--- src/rtl/core/packet_commit_wait_rendezvous_assert.svh ---
// Assertion macros for the packet commit/wait rendezvous block.
// Taken in by the top level with an include; it needs nothing else.
`ifndef PACKET_COMMIT_WAIT_RENDEZVOUS_ASSERT_SVH
`define PACKET_COMMIT_WAIT_RENDEZVOUS_ASSERT_SVH

// The consequent must hold in the same cycle as the antecedent.
`define PCWR_ASSERT_IMPLY(label, clk, rst, ante, cons) \
  label: assert property (@(posedge clk) disable iff (rst) (ante) |-> (cons)) \
    else $error("pcwr: same-cycle check failed");

// The consequent must hold in the cycle after the antecedent.
`define PCWR_ASSERT_NEXT(label, clk, rst, ante, cons) \
  label: assert property (@(posedge clk) disable iff (rst) (ante) |=> (cons)) \
    else $error("pcwr: next-cycle check failed");

`endif

--- src/rtl/core/pcwr_pkg.sv ---
// Shared types, codes and widths of the packet commit/wait rendezvous block.
// Used by the flag store, the decision logic and the top level; no dependencies.
`default_nettype none

package pcwr_pkg;

  localparam int unsigned NumPacketsDefault = 64;
  localparam int unsigned KindW     = 3;
  localparam int unsigned TaskW     = 11;
  localparam int unsigned ThreadW   = 7;
  localparam int unsigned PacketW   = 6;
  localparam int unsigned ActionW   = 3;
  localparam int unsigned CfgIndexW = 3;
  localparam int unsigned CfgDataW  = 11;
  localparam int unsigned MaxFlags  = 2 ** PacketW;

  typedef enum logic [KindW-1:0] {
    KIND_COMMIT  = 3'd0,
    KIND_WAIT    = 3'd1,
    KIND_RELEASE = 3'd2,
    KIND_MAP     = 3'd3,
    KIND_COPY    = 3'd4
  } kind_t;

  typedef enum logic [ActionW-1:0] {
    ACT_NONE       = 3'd0,
    ACT_WAKE       = 3'd1,
    ACT_WAKE_MAP   = 3'd2,
    ACT_WAKE_COPY  = 3'd3,
    ACT_RELEASE    = 3'd4,
    ACT_BAD_SENDER = 3'd5,
    ACT_BAD_KIND   = 3'd6
  } action_t;

  typedef enum logic [CfgIndexW-1:0] {
    CFG_ROLE_RECEIVE        = 3'd0,
    CFG_WAKE_MODE           = 3'd1,
    CFG_LOCAL_TASK          = 3'd2,
    CFG_INIT_REMOTE_TASK    = 3'd3,
    CFG_INIT_REMOTE_THREAD  = 3'd4
  } cfg_index_t;

  localparam logic [1:0] WAKE_MAP  = 2'd1;
  localparam logic [1:0] WAKE_COPY = 2'd2;

  typedef struct packed {
    logic             role_receive;
    logic [1:0]       wake_mode;
    logic [TaskW-1:0] local_task;
  } cfg_t;

  typedef struct packed {
    logic set_wait;
    logic clr_wait;
    logic set_pend;
    logic clr_pend;
  } flag_upd_t;

  typedef struct packed {
    logic waiting;
    logic pending;
  } flag_rd_t;

  typedef struct packed {
    action_t            action;
    logic [TaskW-1:0]   target_task;
    logic [ThreadW-1:0] target_thread;
  } result_t;

endpackage

`default_nettype wire

--- src/rtl/core/pcwr_flags.sv ---
// Per-packet waiting and pending flags, held in flip-flops cleared by reset.
// Uses pcwr_pkg for widths and the read and update structs.
`default_nettype none

module pcwr_flags #(
  parameter int unsigned NUM_PACKETS = pcwr_pkg::NumPacketsDefault
) (
  input  wire logic                        clk,
  input  wire logic                        rst,
  input  wire logic                        en,
  input  wire logic [pcwr_pkg::PacketW-1:0] index,
  input  wire pcwr_pkg::flag_upd_t         upd,
  output pcwr_pkg::flag_rd_t               rd
);

  // Only indexes the packet field can carry need storage.
  localparam int unsigned FlagDepth =
    (NUM_PACKETS < pcwr_pkg::MaxFlags) ? NUM_PACKETS : pcwr_pkg::MaxFlags;
  localparam int unsigned FIdxW = (FlagDepth > 1) ? $clog2(FlagDepth) : 1;

  logic [FlagDepth-1:0] waiting;
  logic [FlagDepth-1:0] pending;
  logic [FIdxW-1:0]     fidx;
  logic                 hit;

  assign fidx = index[FIdxW-1:0];
  assign hit  = (32'(index) < 32'(FlagDepth));

  always_comb begin
    rd = '0;
    if (hit) begin
      rd.waiting = waiting[fidx];
      rd.pending = pending[fidx];
    end
  end

  always_ff @(posedge clk) begin
    if (rst) begin
      waiting <= '0;
      pending <= '0;
    end else if (en && hit) begin
      if (upd.set_wait) begin
        waiting[fidx] <= 1'b1;
      end else if (upd.clr_wait) begin
        waiting[fidx] <= 1'b0;
      end
      if (upd.set_pend) begin
        pending[fidx] <= 1'b1;
      end else if (upd.clr_pend) begin
        pending[fidx] <= 1'b0;
      end
    end
  end

endmodule

`default_nettype wire

--- src/rtl/core/pcwr_decide.sv ---
// Decision logic for one message: checks kind and sender, picks the action
// and target, and says how the packet flags and the remote worker change.
// Uses pcwr_pkg for codes, widths and structs.
`default_nettype none

module pcwr_decide (
  input  wire logic [pcwr_pkg::KindW-1:0]   kind,
  input  wire logic [pcwr_pkg::TaskW-1:0]   source_task,
  input  wire logic [pcwr_pkg::ThreadW-1:0] source_thread,
  input  wire logic                         in_range,
  input  wire pcwr_pkg::cfg_t               cfg,
  input  wire logic [pcwr_pkg::TaskW-1:0]   remote_task,
  input  wire logic [pcwr_pkg::ThreadW-1:0] remote_thread,
  input  wire pcwr_pkg::flag_rd_t           rd,
  output pcwr_pkg::result_t                 res,
  output pcwr_pkg::flag_upd_t               upd,
  output logic                              remote_load
);

  pcwr_pkg::kind_t            k;
  pcwr_pkg::action_t          styled;
  logic                       valid_kind;
  logic [pcwr_pkg::TaskW-1:0] expected;

  assign k = pcwr_pkg::kind_t'(kind);

  // Wake style: receive role is always plain; an unused mode code is plain.
  always_comb begin
    styled = pcwr_pkg::ACT_WAKE;
    if (!cfg.role_receive) begin
      if (cfg.wake_mode == pcwr_pkg::WAKE_MAP) begin
        styled = pcwr_pkg::ACT_WAKE_MAP;
      end else if (cfg.wake_mode == pcwr_pkg::WAKE_COPY) begin
        styled = pcwr_pkg::ACT_WAKE_COPY;
      end
    end
  end

  always_comb begin
    case (k)
      pcwr_pkg::KIND_COMMIT,
      pcwr_pkg::KIND_WAIT:    valid_kind = 1'b1;
      pcwr_pkg::KIND_RELEASE,
      pcwr_pkg::KIND_MAP,
      pcwr_pkg::KIND_COPY:    valid_kind = !cfg.role_receive;
      default:                valid_kind = 1'b0;
    endcase
  end

  assign expected = (k == pcwr_pkg::KIND_COMMIT) ? cfg.local_task : remote_task;

  always_comb begin
    res         = '{action: pcwr_pkg::ACT_NONE, target_task: '0, target_thread: '0};
    upd         = '0;
    remote_load = 1'b0;
    if (!valid_kind) begin
      res = '{action: pcwr_pkg::ACT_BAD_KIND, target_task: source_task,
              target_thread: source_thread};
    end else if (source_task != expected) begin
      res = '{action: pcwr_pkg::ACT_BAD_SENDER, target_task: source_task,
              target_thread: source_thread};
    end else if (in_range) begin
      case (k)
        pcwr_pkg::KIND_COMMIT: begin
          if (rd.waiting) begin
            res = '{action: styled, target_task: remote_task,
                    target_thread: remote_thread};
            upd.clr_wait = 1'b1;
          end else begin
            upd.set_pend = 1'b1;
          end
        end
        pcwr_pkg::KIND_WAIT: begin
          if (rd.pending) begin
            if (cfg.role_receive) begin
              res = '{action: styled, target_task: source_task,
                      target_thread: source_thread};
            end else begin
              res = '{action: styled, target_task: remote_task,
                      target_thread: remote_thread};
            end
            upd.clr_pend = 1'b1;
          end else begin
            upd.set_wait = 1'b1;
            remote_load  = 1'b1;
          end
        end
        pcwr_pkg::KIND_RELEASE: begin
          res = '{action: pcwr_pkg::ACT_RELEASE, target_task: source_task,
                  target_thread: source_thread};
        end
        pcwr_pkg::KIND_MAP: begin
          res = '{action: pcwr_pkg::ACT_WAKE_MAP, target_task: remote_task,
                  target_thread: remote_thread};
        end
        pcwr_pkg::KIND_COPY: begin
          res = '{action: pcwr_pkg::ACT_WAKE_COPY, target_task: remote_task,
                  target_thread: remote_thread};
        end
        default: begin
          res = '{action: pcwr_pkg::ACT_NONE, target_task: '0, target_thread: '0};
        end
      endcase
    end
  end

endmodule

`default_nettype wire

--- src/rtl/core/packet_commit_wait_rendezvous.sv ---
// Packet commit/wait rendezvous between a local committer and a remote waiter.
//
// Messages arrive on the s_ stream: s_tuser is the message kind, s_tdata the
// sender task, sender thread and packet index. Every message gives exactly one
// result transfer on the m_ stream: m_tuser is the action, m_tdata the target
// task, target thread and packet index.
// A message is captured in an input register, decided in one pass of short
// logic against the per-packet flags, and stored in the result register that
// drives m_tvalid. While the receiver does not stall, one message is taken
// per cycle; the flag read-modify-write of a message completes in the cycle
// it leaves the input register, so the next message already sees its effect.
// When the receiver stalls, the result register holds and the input register
// fills; s_tready then falls until m_tready returns.
// Configuration writes come on the cfg_ channel (always ready). The user must
// make them while no message is in flight; the block does not enforce this.
// Writing the initial remote task or thread also loads the recorded remote worker.
// Synchronous reset clears all packet flags, the configuration and the
// recorded remote worker, and empties both registers.
`default_nettype none

`include "packet_commit_wait_rendezvous_assert.svh"

module packet_commit_wait_rendezvous #(
  parameter int unsigned NUM_PACKETS = pcwr_pkg::NumPacketsDefault
) (
  input  wire logic                            clk,
  input  wire logic                            rst,
  input  wire logic                            s_tvalid,
  output logic                                 s_tready,
  // s_tdata: source_task [10:0], source_thread [17:11], packet_index [23:18]
  input  wire logic [23:0]                     s_tdata,
  // s_tuser: kind [2:0]
  input  wire logic [pcwr_pkg::KindW-1:0]      s_tuser,
  output logic                                 m_tvalid,
  input  wire logic                            m_tready,
  // m_tdata: target_task [10:0], target_thread [17:11], packet_out [23:18]
  output logic [23:0]                          m_tdata,
  // m_tuser: action [2:0]
  output logic [pcwr_pkg::ActionW-1:0]         m_tuser,
  input  wire logic                            cfg_valid,
  output logic                                 cfg_ready,
  input  wire logic [pcwr_pkg::CfgIndexW-1:0]  cfg_index,
  input  wire logic [pcwr_pkg::CfgDataW-1:0]   cfg_data
);

  logic                             s1_valid;
  logic [pcwr_pkg::KindW-1:0]       s1_kind;
  logic [pcwr_pkg::TaskW-1:0]       s1_task;
  logic [pcwr_pkg::ThreadW-1:0]     s1_thread;
  logic [pcwr_pkg::PacketW-1:0]     s1_packet;
  logic                             s1_adv;
  logic                             in_range;

  pcwr_pkg::cfg_t                   cfg;
  logic [pcwr_pkg::TaskW-1:0]       remote_task;
  logic [pcwr_pkg::ThreadW-1:0]     remote_thread;

  pcwr_pkg::flag_rd_t               flag_rd;
  pcwr_pkg::flag_upd_t              flag_upd;
  pcwr_pkg::result_t                res;
  logic                             remote_load;

  pcwr_pkg::result_t                out_res;
  logic [pcwr_pkg::PacketW-1:0]     out_packet;

  assign s1_adv    = s1_valid && (!m_tvalid || m_tready);
  assign s_tready  = !s1_valid || s1_adv;
  assign cfg_ready = 1'b1;
  assign in_range  = (32'(s1_packet) < 32'(NUM_PACKETS));

  always_ff @(posedge clk) begin
    if (rst) begin
      s1_valid <= 1'b0;
    end else if (s_tready) begin
      s1_valid <= s_tvalid;
    end
  end

  always_ff @(posedge clk) begin
    if (s_tvalid && s_tready) begin
      s1_kind   <= s_tuser;
      s1_task   <= s_tdata[10:0];
      s1_thread <= s_tdata[17:11];
      s1_packet <= s_tdata[23:18];
    end
  end

  // Configuration registers and the recorded remote worker.
  always_ff @(posedge clk) begin
    if (rst) begin
      cfg           <= '0;
      remote_task   <= '0;
      remote_thread <= '0;
    end else if (cfg_valid && cfg_ready) begin
      case (pcwr_pkg::cfg_index_t'(cfg_index))
        pcwr_pkg::CFG_ROLE_RECEIVE:       cfg.role_receive <= cfg_data[0];
        pcwr_pkg::CFG_WAKE_MODE:          cfg.wake_mode    <= cfg_data[1:0];
        pcwr_pkg::CFG_LOCAL_TASK:         cfg.local_task   <= cfg_data[10:0];
        pcwr_pkg::CFG_INIT_REMOTE_TASK:   remote_task      <= cfg_data[10:0];
        pcwr_pkg::CFG_INIT_REMOTE_THREAD: remote_thread    <= cfg_data[6:0];
        default: begin
        end
      endcase
    end else if (s1_adv && remote_load) begin
      remote_task   <= s1_task;
      remote_thread <= s1_thread;
    end
  end

  pcwr_flags #(
    .NUM_PACKETS (NUM_PACKETS)
  ) u_flags (
    .clk   (clk),
    .rst   (rst),
    .en    (s1_adv),
    .index (s1_packet),
    .upd   (flag_upd),
    .rd    (flag_rd)
  );

  pcwr_decide u_decide (
    .kind          (s1_kind),
    .source_task   (s1_task),
    .source_thread (s1_thread),
    .in_range      (in_range),
    .cfg           (cfg),
    .remote_task   (remote_task),
    .remote_thread (remote_thread),
    .rd            (flag_rd),
    .res           (res),
    .upd           (flag_upd),
    .remote_load   (remote_load)
  );

  always_ff @(posedge clk) begin
    if (rst) begin
      m_tvalid <= 1'b0;
    end else if (s1_adv) begin
      m_tvalid <= 1'b1;
    end else if (m_tready) begin
      m_tvalid <= 1'b0;
    end
  end

  always_ff @(posedge clk) begin
    if (s1_adv) begin
      out_res    <= res;
      out_packet <= s1_packet;
    end
  end

  assign m_tuser = out_res.action;
  assign m_tdata = {out_packet, out_res.target_thread, out_res.target_task};

  // A packet is never both waited on and pending.
  `PCWR_ASSERT_IMPLY(a_flags_exclusive, clk, rst, s1_valid,
                     !(flag_rd.waiting && flag_rd.pending))
  // A held result blocks the decision stage.
  `PCWR_ASSERT_IMPLY(a_stall_blocks, clk, rst, m_tvalid && !m_tready, !s1_adv)
  // A message for a packet beyond the store that passes the kind and sender checks gives no action.
  `PCWR_ASSERT_NEXT(a_out_of_range_none, clk, rst,
                    s1_adv && !in_range && (res.action != pcwr_pkg::ACT_BAD_KIND) &&
                    (res.action != pcwr_pkg::ACT_BAD_SENDER),
                    m_tuser == pcwr_pkg::ACT_NONE)

endmodule

`default_nettype wire

--- config.mk ---
export PLATFORM = sky130hd
export DESIGN_NAME = packet_commit_wait_rendezvous
export DESIGN_NICKNAME = d
export VERILOG_FILES = /design/src/rtl/core/pcwr_pkg.sv /design/src/rtl/core/pcwr_flags.sv /design/src/rtl/core/pcwr_decide.sv /design/src/rtl/core/packet_commit_wait_rendezvous.sv
export VERILOG_INCLUDE_DIRS = /design/src /design/src/rtl/core
export SDC_FILE = /design/constraint.sdc
export NUM_CORES = 1
export LEC_CHECK = 0
export ABC_AREA = 0
export ABC_CLOCK_PERIOD_IN_PS = 4300
export BUFFER_PORTS_ARGS = -buffer_cell sky130_fd_sc_hd__buf_2
export CAP_MARGIN = 10
export CORE_ASPECT_RATIO = 2
export CORE_MARGIN = 8
export CORE_UTILIZATION = 60
export CTS_CLUSTER_DIAMETER = 80
export DETAILED_ROUTE_END_ITERATION = 8
export PLACE_DENSITY_LB_ADDON = 0.2
export SYNTH_ARGS = -nofsm -noshare
export SYNTH_HDL_FRONTEND = slang
export SYNTH_SLANG_ARGS = --single-unit
--- constraint.sdc ---
create_clock -name clk -period 4.3 [get_ports clk]
set_clock_uncertainty 0.2 [all_clocks]
set_input_delay 0.43 -clock clk [delete_from_list [all_inputs] [get_ports clk]]
set_output_delay 0.43 -clock clk [all_outputs]
set_load 0.05 [all_outputs]
==> results.yml <==
drt:
  vias: 8935
  firstDrtPassIters: 5
  drt-total-wl_mm: 30.6
  ant_nets: 0
  via_per_inst: 6.44
  drt-wirelength-per-cell_um: 22.1
  route.detailed.drc: 0
  drtIter0Drc: 620
synth:
  synth-simple-area-share: 0.152
  synth_fa_ha_area_frac: 0.00112
  seq_area_frac_synth: 0.434
  synth_cells: 1093
  syn_area_um2: 11200
  yosys.area_share.xor_xnor: 0.00391
  synth-async-reset-ratio: 0
  synth-edff-count: 54
  synth_area_per_cell_um2: 10.2
  synthMuxAreaShare: 0.198
  yosysWarnings: 0
  synth_top_family_by_area: "multiplexers"
  synth_cell_types: 69
  syn_nets: 1140
  yosys_register_bits: 216
  synth-compound-area-share: 0.159
  synth_ff_type: "dfxtp_1"
sta:
  tightest_slew_ps: 1230
  finalSetupViolations: 0
  slew_headroom: 0.174
  post-route-period-util: 0.920
  fmax_mhz: 253
  finalSetupTns_ps: 0
  min_period_ps: 3960
  hold_viol: 0
  rsz0062_at_grt: "false"
  slew_viol_final: 0
place:
  dp_hpwl_mm: 20.6
  dp_cells: 1318
  gp_congestion: 0.862
  portBuffers: 74
  placed_cell_area_um2: 11700
clock_network:
  cts_tree: "yes"
  clk_path_buf_depth: 3
  clk_latency_ps: 500
  clock_sinks: 216
  post_cts_buffers: 0
  h-tree-depth: 1
  root_buffer: "clkbuf_16"
  cts-buffers-inserted: 21
  clk_pin_slew_ps: 70
die:
  num_rows: 70
  core_region_area_um2: 18300
  fp.dieW_um: 113
  start_util: 0.612
  pin_count: 76
  chipHeight_um: 209
  dieArea_um2: 23600
worst_hold_path:
  min_path_cells: 3
  hold_path.class: "in2reg"
  whs_endpoint: "cfg[5]"
  hold_start: "cfg_data[5]"
critical_path:
  cp-start-kind: "register"
  timing.rr.start: "s1_kind[0]"
  crit_arrival_ps: 4180
  end_kind: "register"
  path_max_fanout: 33
  r2r_slack_ps: 340
  cp.required_ps: 4520
  critPathKind: "reg2reg"
  r2r_cells: 10
power_and_ir_drop:
  power_density_nw_per_um2: 344
  peakVddDrop_v: 0.000406
  cellLeakagePower_nw: 4.66
layout:
  instances_no_fill: 1387
  nets: 1204
  layout_commonest_cell: "mux2i_1"
  diodes: 0
  finalCoreUtilization: 0.692
  finalInstanceArea_um2: 12700
  fill_cells: 1420
  final_cell_mix: "mux2i_1, dfxtp_1, nand2b_1, buf_2, o211ai_1"
  drive_gt1_frac: 0.167
  area_delta_synth_final_pct: 13.1
grt:
  grt_antenna_before_repair: 0
  grt_pass1_wl_mm: 48.4
  overflow: 0
  grt_pass1_vias: 9195
  track_usage: 0.256
  grt_max_degree: 79
outcome:
  status: "completed"
flow_run:
  drv_cap: 0
==> layer usage <==
| layer | GRT usage | up-vias | wire length (µm) |
|---|---|---|---|
| met5 | 0 | - | 0 |
| met4 | 0.172 | 0 | 1930 |
| met3 | 0.0358 | 104 | 1410 |
| met2 | 0.480 | 298 | 16500 |
| met1 | 0.251 | 4396 | 10800 |
| li1 | - | 4137 | - |
==> where the power goes <==
group	leakage, nW	switching (mW)	internal, mW
sequential	1.82	0.0372	2.12
clock	0.333	0.807	1.04
combinational	2.51	0.223	0.136
total	4.66	1.07	3.30
==> per-stage QoR <==
stage	setup slack, ps	total power, mW	hold WS [ps]
floorplan	993	2.41	221
global placement	511	2.53	243
detailed placement	427	2.53	250
CTS	392	4.38	10.3
global route	114	4.48	18.3
finish	342	4.36	27.8
==> layout make-up <==
cell class	instances	area, µm²	share of cell area
well taps	216	270	0.0213
repair buffers	145	1020	0.0808
multi-input cells	756	5770	0.455
flip-flops and latches	216	4860	0.384
clock buffers	24	547	0.0432
clock inverters	13	128	0.0101
inverters	17	63.8	0.00504
==> timing repair <==
action / 4_1_cts / 5_1_grt
hold buffers: 32 / 0
hold endpoints to repair: 32 / 0
resized for setup: 0 / 0
==> logic make-up (layout without fill, tap and decap cells) <==
group / Yosys count / in the layout
other cells: 1 / 1
simple gates: 302 / 302
compound gates: 243 / 243
mux: 204 / 204
xor+xnor: 5 / 5
flops: 216 / 216
buf+inv: 121 / 199
fa+ha+maj: 1 / 1
==> Yosys cell counts (3+ instances only) <==
library cell / instances / share of area
a211oi_1: 56 / 0.038
a21oi_1: 32 / 0.014
a221oi_1: 6 / 0.0047
a22o_1: 20 / 0.016
a22oi_1: 11 / 0.0074
buf_1: 9 / 0.0030
buf_2: 16 / 0.0072
buf_6: 13 / 0.013
clkbuf_1: 65 / 0.022
dfxtp_1: 162 / 0.29
edfxtp_1: 54 / 0.14
inv_1: 16 / 0.0054
mux2_2: 18 / 0.018
mux2i_1: 174 / 0.16
mux4_2: 12 / 0.024
nand2_1: 48 / 0.016
nand2b_1: 132 / 0.074
nand3_1: 10 / 0.0045
nand3b_1: 4 / 0.0027
nand4_1: 3 / 0.0017
nor2_1: 41 / 0.014
nor2b_1: 23 / 0.013
nor3_1: 9 / 0.0040
nor4_1: 3 / 0.0017
o211ai_1: 65 / 0.044
o21a_1: 3 / 0.0020
o21ai_0: 7 / 0.0031
o221ai_1: 6 / 0.0047
o22ai_1: 14 / 0.0078
or2_2: 3 / 0.0017
or3_1: 8 / 0.0045
xor2_1: 3 / 0.0023
==> critical path: stages (launching register included) <==
cell	delay, ps
edfxtp_1	530
nor3_2	160
buf_4	190
a2111oi_0	550
a311o_1	200
o2111ai_1	210
nor4b_2	450
nand3_2	390
buf_4	380
a211oi_1	360
mux2i_1	240
==> worst max path at each step <==
stage                          end  slack (ps)          from  cells past startpoint
after CTS                 register         390    s1_kind[0]                      9
after global routing      register         110    s1_kind[0]                     10
after global placement    register         510    s1_kind[0]                      9
after floorplan           register         990  s1_packet[0]                     12
final                     register         340    s1_kind[0]                     10
after detailed placement  register         430    s1_kind[0]                      9
No activity file was read; power rests on OpenSTA's default activity.
